<file path="src/hw/rtl/fa2_pkg.sv">
// Package for the fixed-point atan2 block: widths, Q16 and Q13 constants and stage payload types.
// No dependencies.
package fa2_pkg;

    localparam int CompWidth  = 16;
    localparam int MagWidth   = CompWidth + 1;
    localparam int AngleWidth = 16;
    localparam int AngleFrac  = 13;
    localparam int QBits      = 17;
    localparam int AccWidth   = 20;

    localparam logic [15:0] KPi4 = 16'd51472;
    localparam logic [15:0] KC1  = 16'd16037;
    localparam logic [15:0] KC2  = 16'd4345;
    localparam logic signed [AccWidth-1:0] KPi2 = 20'sd102944;
    localparam logic signed [AccWidth-1:0] KPi  = 20'sd205887;
    localparam logic signed [AngleWidth-1:0] AngleLim = 16'sd25736;

    // Offset applied after the polynomial.
    typedef enum logic [2:0] {
        OFS_NONE,
        OFS_PLUS_PI2,
        OFS_MINUS_PI2,
        OFS_PLUS_PI,
        OFS_MINUS_PI
    } offset_t;

    // Side information that travels with each item through the pipeline.
    typedef struct packed {
        logic    zero;
        logic    neg;      // ratio is negative
        logic    sub;      // angle = offset - atan instead of offset + atan
        offset_t ofs;
    } ctrl_t;

endpackage

</file>
<file path="src/hw/rtl/fa2_divider.sv">
// Pipelined restoring divider: numerator/denominator to a Q16 ratio, 17 quotient bits.
// Depends on fa2_pkg. Each stage resolves one quotient bit; enable stalls the pipe.
module fa2_divider (
    input  logic                               clk,
    input  logic                               rst_n,
    input  logic                               en,
    input  logic                               in_valid,
    input  logic [fa2_pkg::MagWidth-1:0]       num,
    input  logic [fa2_pkg::MagWidth-1:0]       den,
    input  fa2_pkg::ctrl_t                     in_ctrl,
    output logic                               out_valid,
    output logic [fa2_pkg::QBits-1:0]          quo,
    output fa2_pkg::ctrl_t                     out_ctrl
);
    localparam int N = fa2_pkg::QBits;
    localparam int RW = fa2_pkg::MagWidth + 1;

    logic [N:0]                          v_reg;
    logic [RW-1:0]                       rem_reg [N+1];
    logic [fa2_pkg::MagWidth-1:0]        den_reg [N+1];
    logic [N-1:0]                        q_reg   [N+1];
    fa2_pkg::ctrl_t                      c_reg   [N+1];

    // Stage 0 registers the operands; stage k computes quotient bit N-k.
    always_ff @(posedge clk or negedge rst_n)
    begin
        if (!rst_n)
        begin
            v_reg <= '0;
        end
        else if (en)
        begin
            v_reg <= {v_reg[N-1:0], in_valid};
        end
    end

    always_ff @(posedge clk)
    begin
        if (en)
        begin
            rem_reg[0] <= {1'b0, num};
            den_reg[0] <= den;
            q_reg[0]   <= '0;
            c_reg[0]   <= in_ctrl;
        end
    end

    for (genvar k = 1; k <= N; k++)
    begin : g_stage
        logic [RW-1:0] trial;
        logic [RW:0]   diff;
        assign trial = (k == 1) ? rem_reg[k-1] : {rem_reg[k-1][RW-2:0], 1'b0};
        assign diff  = {1'b0, trial} - {2'b00, den_reg[k-1]};
        always_ff @(posedge clk)
        begin
            if (en)
            begin
                rem_reg[k] <= diff[RW] ? trial : diff[RW-1:0];
                den_reg[k] <= den_reg[k-1];
                q_reg[k]   <= {q_reg[k-1][N-2:0], ~diff[RW]};
                c_reg[k]   <= c_reg[k-1];
            end
        end
    end

    assign out_valid = v_reg[N];
    assign quo       = q_reg[N];
    assign out_ctrl  = c_reg[N];
endmodule

</file>
<file path="config.mk">
export PLATFORM = sky130hd
export DESIGN_NAME = fa2_divider
export DESIGN_NICKNAME = d
export VERILOG_FILES = /design/src/hw/rtl/fa2_pkg.sv /design/src/hw/rtl/fa2_divider.sv
export SDC_FILE = /design/constraint.sdc
export NUM_CORES = 1
export LEC_CHECK = 0
export ABC_AREA = 1
export BUFFER_PORTS_ARGS = -buffer_cell sky130_fd_sc_hd__buf_4
export CAP_MARGIN = 10
export CORE_ASPECT_RATIO = 1.4
export CORE_UTILIZATION = 55
export DETAILED_ROUTE_END_ITERATION = 10
export GPL_ROUTABILITY_DRIVEN = 0
export GPL_TIMING_DRIVEN = 0
export PLACE_DENSITY_LB_ADDON = 0.08
export SYNTH_ARGS = -nofsm -noshare
export SYNTH_HDL_FRONTEND = slang
export SYNTH_SLANG_ARGS = --single-unit
</file>
<file path="constraint.sdc">
create_clock -name clk -period 5 [get_ports clk]
set_input_delay 0.75 -clock clk [delete_from_list [all_inputs] [get_ports clk]]
set_output_delay 0.75 -clock clk [all_outputs]
set_load 0.01 [all_outputs]
</file>
=== Word level (Yosys, flattened, before mapping) ===
Memories as Yosys holds them, arrays and structs flattened.
Cells that the tools add are included.
W data, S select, Z words.

* Bits in registers: 18
* Latch bits: 0
* Bits in writable memories: 1044
* Bits in read-only memories: 0
* Input bits: 44
* Output and inout port bits: 24
* Logic and storage cells: 58
* Memories kept: 4

* Add/subtract/negate cells: 17
* Multipliers: 0
* Div/mod/pow operators: 0
* Order comparisons: 0
* Eq/ne operators: 0
* Shift-type cells: 0
* Muxes and demuxes: 19
* Bitwise gates (word level): 17
* Reductions and logical operators: 0

{| class="wikitable"
|+ Memory list
! name !! depth !! bits a word !! rd ports !! clocked after Yosys merged registers in !! write ports !! line !! source
|-
| rem_reg || 18 || 18 || 17 || 0 || 18 || fa2_divider.sv:19 || <nowiki>logic [RW-1:0] rem_reg [N+1];</nowiki>
|-
| den_reg || 18 || 17 || 17 || 0 || 18 || fa2_divider.sv:20 || <nowiki>logic [fa2_pkg::MagWidth-1:0] den_reg [N+1];</nowiki>
|-
| q_reg || 18 || 17 || 18 || 0 || 18 || fa2_divider.sv:21 || <nowiki>logic [N-1:0] q_reg [N+1];</nowiki>
|-
| c_reg || 18 || 6 || 18 || 0 || 18 || fa2_divider.sv:22 || <nowiki>fa2_pkg::ctrl_t c_reg [N+1];</nowiki>
|}

{| class="wikitable"
|+ Operators with widths
! operator !! number
|-
| $sub A18 B17 Y19 || 17
|-
| $mux W18 || 17
|-
| $not A1 Y1 || 17
|-
| $mux W1 || 2
|}

=== Depth between registers and ports, before layout ===
An unclocked memory read counts as a cell.

* Depth after elaboration: 3
* Gate-level depth with buffers: 14
* Mapped depth without buffers: 13

=== Worst setup path before layout ===
No wires, ideal clock.

* Path kind: flip-flop to flip-flop
* Start: memory rem_reg[0][0] in the netlist's numbering
* End: memory rem_reg[1][1] in the netlist's numbering, data pin
* Setup time: 252 ps
* Data arrival time: 1617 ps
* Setup slack: 3130 ps
* Stages on the path, launching flop included: 12
* Cells stage by stage: edfxtp_1 > inv_1 > ha_1 > inv_1 > fa_1 > nand3_1 > nand3_2 > nand2_4 > nand2_4 > buf_6 > nand2_1 > nand2_1

{| class="wikitable"
|+ RTL lines
! what !! line
|-
| start, declared || fa2_divider.sv:19
|}

==> impl_metrics.yaml <==
outcome:
  run_status: "finished, final reports clean"
yosys:
  synthesis.nets: 5747
  synth_top_area_share_pct: 52.6
  yosys.area_share.simple_pct: 25.8
  synthCells: 5414
  synthXorXnorAreaFrac_pct: 1.75
  ys_top_cells_by_area: "edfxtp_1, nand2_1, inv_1"
  synth_edf_count: 839
  ys_types: 33
  synth_compound_area_share_pct: 2.28
  muxShareOfSynthArea_pct: 0.0470
  synth_top_family_by_area: "simple AND/OR/NAND/NOR gates"
  yosys.area_share.adder_pct: 7.80
  yosys.area.top_type: "edfxtp_1"
  yosys_warnings: 0
  synth_top_flop_cell: "edfxtp_1"
  avgSynthCellArea_sq_um: 8.85
  ys_seq_area_share_pct: 53.5
  post-synth-top-count-cell: "nand2_1"
  async_flop_share_pct: 2.10
  synth_common_cells: "nand2_1, inv_1, edfxtp_1, ha_1, nand3_1"
  postSynthRegisterBits: 857
  syn_area_sq_mm: 0.0479
clocking:
  clock_latency_ps: 680
  cts_resized: 0
  numCtsBuffers: 86
  htree_levels: 3
  clockBufferDepth: 3
  cts_sinks: 857
  post_cts_buffers: 0
  path_clk_slew_ps: 60
  holdBufCountCts: 1
  clockRootBuffer: "clkbuf_16"
  cts_tree: "done"
floorplanning:
  floorplan.core_area_sq_mm: 0.0860
  rows: 127
  die_h_um: 351
  die-area_sq_mm: 0.0883
  initial_core_util_pct: 55.7
  die_w_um: 251
  ios: 68
drt:
  drc: 0
  viasPerCell: 5.02
  drtPass1Iterations: 9
  ant_nets: 0
  drt-total-wl_mm: 108
  vias: 34200
  post_drt_wl_per_cell_um: 15.9
  drtIter0Drc: 1787
sta:
  worstMarginPinSlew_ps: 719
  skew_ps: 21.0
  max-slew-margin-rel_pct: 52.0
  rsz0062_at_grt: "false"
  finalSetupViolCount: 0
  min_period_over_period_pct: 51.1
  period_needed_ps: 2560
  fmax_mhz: 391
  hold_viol: 0
  fin_ws_ps: 2440
  timing.final.max_slew_violations: 0
global_routing:
  grt-ovfl-total: 0
  grt_util_all_layers_pct: 24.8
  grt_max_degree: 137
  grt_pass1_vias: 33700
  grt_pass1_wl_mm: 170
  antenna_found_initial: 0
place:
  port_buffers: 67
  post-dp-hpwl_mm: 83.7
  dp_slack_ps: 1780
power:
  p_leak_nw: 26.0
  power.total_mw: 30.7
  swShare_pct: 39.9
  peakVddDrop_mv: 0.324
  pwr-share-clk_pct: 21.9
  p_sw_mw: 12.3
  power.internal_mw: 18.5
  pwr-share-seq_pct: 35.9
  power.density_mw_per_mm2: 579
  p_comb_share_pct: 42.2
critical_path:
  r2r_slack_ps: 2570
  critPathArrivalTime_ps: 3150
  r2r-end: "rem_reg[10][3]$_DFFE_PP_"
  rr_worst_depth: 12
  critPathLaunchType: "input pin"
  cp_max_fo: 124
  critical-path-max-stage-delay_ps: 390
  crit_start: "en"
  critPathKind: "in2reg"
  worstPathCellList: "buf_8 -> buf_16 -> buf_16 -> clkbuf_1 -> clkbuf_1 -> nor2_1 -> a21oi_1"
  crit_path_end_kind: "flip-flop"
  regToRegStartpoint: "den_reg[9][3]$_DFFE_PP_"
  slowest_stage: "buf_16"
  cp_top_family: "buffers and inverters"
  worstPathRequired_ps: 5600
  path_buf_inv: 5
worst_hold_path:
  hold_path.class: "in2reg"
  hold_depth: 1
  min_to: "c_reg[0][4]$_DFFE_PP_"
  holdCritStartpoint: "in_ctrl[4]"
layout:
  area_growth_pct: 10.7
  nNetsFinal: 5910
  diodes: 0
  drive_gt1_share_pct: 8.15
job:
  max_cap_viol_count: 0
## through the flow
stage | TNS [ps] | hold slack, ps | util (%) | cell area, sq um | std cells
4_1_cts | 0 | 219 | 61.7 | 53100 | 6808
3_5_place_dp | 0 | 405 | 58.3 | 50100 | 6649
5_1_grt | 0 | 238 | 61.7 | 53100 | 6808
6_report | 0 | 249 | 61.7 | 53100 | 6808
3_3_place_gp | -3182750 | 401 | 58.0 | 49900 | 6642
2_1_floorplan | 0 | 400 | - | 47900 | 5414
## worst register-to-register path, stage by stage (launching register included)
cell      delay (ps)
edfxtp_1         500
inv_1             80
ha_1             360
nand2_1          110
nor2_2           120
nand3_1          150
nand3_2          140
nand2_2           70
nand2_4          160
inv_4             90
buf_6            160
nand2_1           60
nand2_1          120
## layer usage
layer	vias to the layer above	share of wire (%)	track usage [%]
met5	-	0	0
met4	0	7.3	17.9
met3	328	3.1	2.68
met2	705	54	48.3
met1	15600	36	24.1
li1	17500	-	-
## power groups by stage
stage	sequential, mW	combinational [mW]	clock, mW
floorplan	10.6	9.68	0
global placement	11.3	12.7	0
detailed placement	11.2	12.9	0
CTS	11.0	13.0	6.90
global route	11.1	14.8	7.15
finish	11.0	13.0	6.72
## placed cells by master, fill, tap and decap left out, types with 68 or more instances in the layout
cell type and n:
nand3b_1 92, inv_1 988, clkbuf_16 88, nor2_1 223, nand2_1 2041, nand3_1 269
edfxtp_1 839, a21oi_1 168, xor2_1 74, ha_1 273, buf_4 68
## cell type report
| cell class | instances | area [sq um] |
|---|---|---|
| fill | 7405 | 32900 |
| sequential | 857 | 25600 |
| multi-input combinational | 3498 | 18000 |
| inverter | 1022 | 3870 |
| clock buffer | 107 | 2310 |
| tap | 1161 | 1450 |
| timing repair buffer | 75 | 713 |
| clock inverter | 51 | 672 |
| buffer | 37 | 367 |
## worst max-delay path by stage
stage	end	slack (ps)	cells after the start
floorplan	rem_reg[1][1]$_DFFE_PP_	3130	11
global placement	v_reg[5]$_DFFE_PN0P_	-4220	4
detailed placement	v_reg[8]$_DFFE_PN0P_	1780	7
CTS	v_reg[8]$_DFFE_PN0P_	2490	7
global route	v_reg[8]$_DFFE_PN0P_	2270	7
finish	v_reg[8]$_DFFE_PN0P_	2440	7
## kinds of logic (layout without fill, tap and decap cells)
logic type | count (synthesis) | in the layout
XOR/XNOR | 96 | 96
flip-flops | 857 | 857
adder cells (fa/ha/maj) | 289 | 289
multiplexers | 2 | 2
buffers and inverters | 1059 | 1292
AND/OR/NAND/NOR | 2897 | 2897
AO/OA/AOI/OAI | 214 | 214
(Power assumes the default switching activity.)
