===== src/hw/rtl/fa2_pkg.sv =====
// Package for the fixed-point atan2 block: widths, Q16 and Q13 constants and stage payload types.
// No dependencies.
package fa2_pkg;

    localparam int CompWidth  = 16;
    localparam int MagWidth   = CompWidth + 1;
    localparam int AngleWidth = 16;
    localparam int AngleFrac  = 13;
    localparam int QBits      = 17;
    localparam int AccWidth   = 20;

    localparam logic [15:0] KPi4 = 16'd51472;
    localparam logic [15:0] KC1  = 16'd16037;
    localparam logic [15:0] KC2  = 16'd4345;
    localparam logic signed [AccWidth-1:0] KPi2 = 20'sd102944;
    localparam logic signed [AccWidth-1:0] KPi  = 20'sd205887;
    localparam logic signed [AngleWidth-1:0] AngleLim = 16'sd25736;

    // Offset applied after the polynomial.
    typedef enum logic [2:0] {
        OFS_NONE,
        OFS_PLUS_PI2,
        OFS_MINUS_PI2,
        OFS_PLUS_PI,
        OFS_MINUS_PI
    } offset_t;

    // Side information that travels with each item through the pipeline.
    typedef struct packed {
        logic    zero;
        logic    neg;      // ratio is negative
        logic    sub;      // angle = offset - atan instead of offset + atan
        offset_t ofs;
    } ctrl_t;

endpackage


===== src/hw/rtl/fa2_poly.sv =====
// Polynomial atan stages, offset, rescale and saturation.
// Depends on fa2_pkg. Four register stages, stalled by en.
module fa2_poly (
    input  logic                              clk,
    input  logic                              rst_n,
    input  logic                              en,
    input  logic                              in_valid,
    input  logic [fa2_pkg::QBits-1:0]         a,
    input  fa2_pkg::ctrl_t                    in_ctrl,
    output logic                              out_valid,
    output logic signed [fa2_pkg::AngleWidth-1:0] angle,
    output logic                              undef
);
    localparam int AW = fa2_pkg::AccWidth;

    logic [3:0]      v_reg;
    fa2_pkg::ctrl_t  c1_reg, c2_reg, c3_reg;
    logic [16:0]     u_reg;
    logic [15:0]     q_reg;
    logic [16:0]     lin_reg;
    logic [16:0]     f_reg;
    logic signed [AW-1:0] ang_reg;
    logic signed [fa2_pkg::AngleWidth-1:0] angle_reg;
    logic            undef_reg;

    logic [17:0] a_clip;
    logic [33:0] p_u;
    logic [32:0] p_l;
    logic [32:0] p_q;
    logic [32:0] p_uq;
    logic signed [AW-1:0] f_s, ofs, ang_next;
    logic signed [AW-1:0] scaled;
    logic signed [AW-1:0] lim;

    always_comb
    begin
        a_clip = {1'b0, a};
        p_u    = a_clip * (18'd65536 - a_clip);
        p_l    = 33'(fa2_pkg::KPi4) * 33'(a);
        p_q    = 33'(fa2_pkg::KC2) * 33'(a);
        p_uq   = 33'(u_reg) * 33'(q_reg);
    end

    always_ff @(posedge clk or negedge rst_n)
    begin
        if (!rst_n)
        begin
            v_reg <= '0;
        end
        else if (en)
        begin
            v_reg <= {v_reg[2:0], in_valid};
        end
    end

    always_comb
    begin
        f_s = AW'(signed'({1'b0, f_reg}));
        case (c2_reg.ofs)
            fa2_pkg::OFS_PLUS_PI2:  ofs = fa2_pkg::KPi2;
            fa2_pkg::OFS_MINUS_PI2: ofs = -fa2_pkg::KPi2;
            fa2_pkg::OFS_PLUS_PI:   ofs = fa2_pkg::KPi;
            fa2_pkg::OFS_MINUS_PI:  ofs = -fa2_pkg::KPi;
            default:                ofs = '0;
        endcase
        // Signed atan is neg ? -f : f; the x/y branches subtract it from the offset.
        if (c2_reg.neg ^ c2_reg.sub)
            ang_next = ofs - f_s;
        else
            ang_next = ofs + f_s;
        // Floor shift to Q13.
        scaled = ang_reg >>> (16 - fa2_pkg::AngleFrac);
        lim    = AW'(fa2_pkg::AngleLim);
    end

    always_ff @(posedge clk)
    begin
        if (en)
        begin
            c1_reg   <= in_ctrl;
            u_reg    <= p_u[32:16];
            q_reg    <= fa2_pkg::KC1 + p_q[31:16];
            lin_reg  <= p_l[32:16];
            c2_reg   <= c1_reg;
            f_reg    <= lin_reg + p_uq[32:16];
            c3_reg   <= c2_reg;
            ang_reg  <= ang_next;
            undef_reg <= c3_reg.zero;
            if (c3_reg.zero)
                angle_reg <= '0;
            else if (scaled > lim)
                angle_reg <= fa2_pkg::AngleLim;
            else if (scaled < -lim)
                angle_reg <= -fa2_pkg::AngleLim;
            else
                angle_reg <= scaled[fa2_pkg::AngleWidth-1:0];
        end
    end

    assign out_valid = v_reg[3];
    assign angle     = angle_reg;
    assign undef     = undef_reg;

    property p_undef_zero;
        @(posedge clk) disable iff (!rst_n) (out_valid && undef) |-> (angle == '0);
    endproperty
    a_undef_zero: assert property (p_undef_zero) else $error("zero vector angle not 0");

    property p_sat;
        @(posedge clk) disable iff (!rst_n)
            out_valid |-> (angle <= fa2_pkg::AngleLim && angle >= -fa2_pkg::AngleLim);
    endproperty
    a_sat: assert property (p_sat) else $error("angle outside saturation range");

    property p_stall_hold;
        @(posedge clk) disable iff (!rst_n) !en |=> $stable(v_reg) && $stable(angle_reg);
    endproperty
    a_stall_hold: assert property (p_stall_hold) else $error("pipe moved during stall");
endmodule


===== config.mk =====
export PLATFORM = sky130hd
export DESIGN_NAME = fa2_poly
export DESIGN_NICKNAME = d
export VERILOG_FILES = /design/src/hw/rtl/fa2_pkg.sv /design/src/hw/rtl/fa2_poly.sv
export SDC_FILE = /design/constraint.sdc
export NUM_CORES = 2
export LEC_CHECK = 0
export BUFFER_PORTS_ARGS = -buffer_cell sky130_fd_sc_hd__buf_2
export CORE_AREA = 3 3 297 299
export DETAILED_ROUTE_END_ITERATION = 8
export DIE_AREA = 0 0 300 302
export GPL_TIMING_DRIVEN = 1
export PLACE_DENSITY = 0.6
export SLEW_MARGIN = 30
export SYNTH_ARGS = -nofsm -noshare
export SYNTH_HDL_FRONTEND = slang
export SYNTH_SLANG_ARGS = --single-unit

===== constraint.sdc =====
create_clock -name clk -period 15.8 [get_ports clk]
set_clock_uncertainty 0.1 [all_clocks]
set_input_delay 1.58 -clock clk [delete_from_list [all_inputs] [get_ports clk]]
set_output_delay 1.58 -clock clk [all_outputs]
set_load 0.02 [all_outputs]

== Yosys cells after proc, flatten, opt, wreduce, memory -nomap -nowiden ==
Index checks and enable logic that the tools add are counted.
W data, S select, Z words.

* Flip-flop bits (word level): 121
* Input port bits: 27
* Output and inout bits: 18

* Add/sub/neg operators: 5
* Multipliers: 4
* $lt $le $gt $ge: 2
* Equal/unequal tests: 4
* Mux-type cells: 4
* Bitwise gates (word level): 1
* Reduce and logical (&&, ||, !) cells: 2

{| class="wikitable"
|+ Operators with widths
! operator !! number
|-
| $pmux W20 S4 || 1
|-
| $mul A17 B16 Y33 || 1
|-
| $mul A18 B18 Y33 || 1
|-
| $mul A13 B17 Y30 const A || 1
|-
| $mul A12 B17 Y29 const A || 1
|-
| $add A20 B18 Y20 || 1
|-
| $mux W20 || 1
|-
| $sub A20 B18 Y20 || 1
|-
| $sub A17 B17 Y18 const A || 1
|-
| $add A17 B17 Y17 || 1
|-
| $gt A17 B16 Y1 const B || 1
|-
| $lt A17 B16 Y1 const B || 1
|-
| $mux W16 || 1
|-
| $add A14 B14 Y15 const A || 1
|-
| $mux W15 || 1
|-
| $eq A3 B2 Y1 const B || 2
|-
| $eq A3 B1 Y1 const B || 1
|-
| $eq A3 B3 Y1 const B || 1
|-
| $reduce_or A3 Y1 || 1
|-
| $reduce_or A2 Y1 || 1
|-
| $xor A1 B1 Y1 || 1
|}

== Depth between registers and ports, before layout ==
* Word-level depth: 4
* Depth in mapped cells: 35

== Least setup slack after synthesis ==
No wires, ideal clock.

* Path type: input to register
* Start: input a[0] in the netlist's numbering
* End: register u_reg[16] (data pin)
* Data arrival time: 8.610 ns
* Setup slack: 6.830 ns
* Cell stages on the path: 32
* Buffers on the path: 3
* Cell sequence: buf_6 > inv_1 > buf_1 > ha_1 > and3_1 > and2_1 > and3_1 > and2_1 > nand2_1 > ha_1 > clkbuf_1 > nor2_1 > fa_1 > inv_1 > fa_1 > fa_1 > inv_1 > fa_1 > fa_1 > inv_1 > fa_1 > inv_1 > ha_1 > a2111o_1 > a21oi_1 > nor2b_1 > a22o_1 > a41oi_1 > o211ai_1 > a31o_2 > a21oi_1 > xnor2_1

* Word-level cells in the longest chain between the ends: 2

{| class="wikitable"
|+ RTL lines
! element !! line !! RTL
|-
| from (decl) || fa2_poly.sv:8 || <nowiki>input logic [fa2_pkg::QBits-1:0] a,</nowiki>
|-
| $sub A17 B17 Y18 || fa2_poly.sv:38 || <nowiki>p_u = a_clip * (18'd65536 - a_clip);</nowiki>
|-
| $mul A18 B18 Y33 * || fa2_poly.sv:38 ||
|-
| via p_u[32] || fa2_poly.sv:27 || <nowiki>logic [33:0] p_u;</nowiki>
|-
| to (signal assigned) || fa2_poly.sv:81 || <nowiki>u_reg <= p_u[32:16];</nowiki>
|-
| to (decl) || fa2_poly.sv:18 || <nowiki>logic [16:0] u_reg;</nowiki>
|}

The timed path passes the listed nets; every way through them passes the cells marked *.
A chain may end at the register's enable or synchronous reset.

== Worst setup path after layout ==
* Start: input a[2] in the netlist's numbering
* End: register u_reg[16] (data pin)

The elaborated chain is that of the path after synthesis.

==> run_results.csv <==
group,metric,value,unit
status,status,"finished clean",
finish,area.growth.synth_to_final,6.917,%
route,drtIter0Drc,978,
timing,setup_viol,0,
finish,mostFrequentLayoutCell,"inv_1",
route,vias,20100,
timing,slew_viol_final,0,
timing,tightest_slew,879.1,ps
min_path,hold_start,"c1_reg[0]",
clock_tree,cts_made_buffers,17,
logic_synthesis,ys_async_sr_fraction,3.419,%
clock_tree,cts_hold_buf,0,
route,via_per_inst,4.717,
critical_path,max_stage_delay,550,ps
logic_synthesis,synthSimpleGateAreaFrac,13.37,%
critical_path,cp_max_fo,23,
clock_tree,post_cts_buffers,0,
clock_tree,path_clk_slew,50,ps
floorplan,io_pins,45,
logic_synthesis,synth_top_family_by_area,"adder cells",
global_route,grt_start_max_net_pins,76,
global_route,grt_pass1_wl,114300,µm
critical_path,startpoint_type,"primary input",
clock_tree,cts_max_level,4,
logic_synthesis,postSynthNetCount,4136,
clock_tree,clk_latency,440,ps
clock_tree,clk_path_buf_depth,2,
timing,hold_violations,0,
logic_synthesis,netlist_instances,3105,
finish,mostFrequentLayoutCells,"762 x inv_1, 531 x fa_1, 473 x ha_1",
clock_tree,post_cts_resized,0,
timing,fin_crit_sh,61.49,%
floorplan,rows,107,
logic_synthesis,synthMuxAreaShare,0.2552,%
logic_synthesis,synth.avg_cell_area,9.630,µm²
logic_synthesis,ys.warnings.count,0,
timing,hold_ws,315.8,ps
global_route,antenna_found_initial,0,
logic_synthesis,synth_area,0.02990,mm²
critical_path,cp.arrival,9800,ps
placement,io_buffers,44,
flow_run,maxCapViolCount,0,
critical_path,crit_required,15880,ps
logic_synthesis,seq_area_frac_synth,11.68,%
timing,maxClockFrequency,102.9,MHz
logic_synthesis,synth_compound_area_share,5.343,%
floorplan,core,0.08541,mm²
finish,num_antenna_cells,0,
global_route,gr-total-overflow,0,
min_path,hold_class,"reg -> reg",
timing,rsz0062_at_grt,"false",
floorplan,chipHeight,302,µm
timing,layout_min_cycle_time,9716,ps
timing,fin_setup_tns,0,ps
clock_tree,root_buffer,"clkbuf_16",
placement,dp_hpwl,55200,µm
floorplan,dieArea,0.09060,mm²
global_route,track_usage,15.88,%
finish,final_nets,4137,
route,drc,0,
placement,gp_congestion,0.8698,
clock_tree,clock_sinks,117,
logic_synthesis,ys.flop_type,"edfxtp_1",
timing,slew_headroom,41.39,%
critical_path,critPathSlowestCell,"fa_1",
logic_synthesis,synth_fa_ha_area_share,55.34,%
route,ant_nets,0,
logic_synthesis,synth_xor_xnor_area_share,3.427,%
global_route,grt_pass1_vias,21290,
critical_path,critPathKind,"in -> reg",
route,detail_route.first_pass.iterations,5,
critical_path,worstSetupStartpoint,"a[2]",
logic_synthesis,synth_cell_types,75,
floorplan,start_util,35.01,%
critical_path,r2r-start,"q_reg[4]",
clock_tree,cts_tree,"done",
finish,layout-drive-gt1-share,3.784,%
critical_path,rrSetupSlack,6860,ps
route,totalWireLength,68860,µm
logic_synthesis,synth-seq-cells,117,
critical_path,cp_common_cell,"fa_1",
logic_synthesis,synth_edf_count,113,
route,drt-wirelength-per-cell,16.16,µm
critical_path,end_kind,"flop",
floorplan,fp.dieW,300,µm
-- synth_stat cells, types with 36 or more instances --
library cell    n  share of area, %
inv_1         762               9.6
fa_1          531                36
ha_1          473                20
nand2_1       195               2.4
nor2_1        163               2.0
nand2b_1      151               3.2
and2_1        145               3.0
edfxtp_1      113                11
xnor2_1        76               2.2
clkbuf_1       72              0.90
a21oi_1        58              0.97
xor2_1         41               1.2
o21ai_0        36              0.60
-- metrics by stage --
| stage | instance area [µm²] | cells | utilization (%) | worst slack [ps] |
|---|---|---|---|---|
| after floorplan | 29900 | 3105 | - | 6830 |
| after detailed placement | 31360 | 4230 | 36.72 | 5567 |
| after CTS | 31940 | 4261 | 37.39 | 6064 |
| final | 31970 | 4262 | 37.43 | 6084 |
| after global placement | 31360 | 4230 | 36.72 | 5712 |
| after global routing | 31970 | 4262 | 37.43 | 5569 |
-- area by class of cell --
type                            instances  area [µm²]
Clock buffer                           17       425.4
Clock inverter                         14       148.9
Fill cell                            8710       53440
Inverter                              765        2872
Multi-Input combinational cell       2147       23250
Sequential cell                       117        3493
Tap cell                             1144        1431
Timing Repair Buffer                   58       347.8
-- worst paths after layout --
path | end | cells after the start
worst max-delay path | u_reg[16] | 30
worst min-delay path | c2_reg[0] | 0
worst max register to register | f_reg[16] | 30
worst min register to register | c2_reg[0] | 0
max in group asynchronous | v_reg[3] | 1
min in group asynchronous | v_reg[1] | 1
-- cell families after synthesis --
kind of cell	count (synthesis)
compound gates	233
xor+xnor	117
fa+ha+maj	1004
buf+inv	841
flops	117
mux	7
simple gates	786
-- critical path: cells and delay by family --
family / cells / cell delay, ps
buffers and inverters: 6 / 1110
AOI/OAI and AO/OA: 7 / 1800
adders and majority gates: 9 / 4070
xor gates and xnor gates: 1 / 80
and+or+nand+nor: 7 / 1120
-- per-layer routing --
metal	up-vias	share of wire, %	GRT usage (%)
met5	-	0	0
met4	0	1.8	3.751
met3	73	4.3	1.758
met2	382	48	26.90
met1	10090	46	21.84
li1	9554	-	-
Power is not shown: default switching activity piles up to over one toggle a cycle in this logic, so the estimate is an artifact.
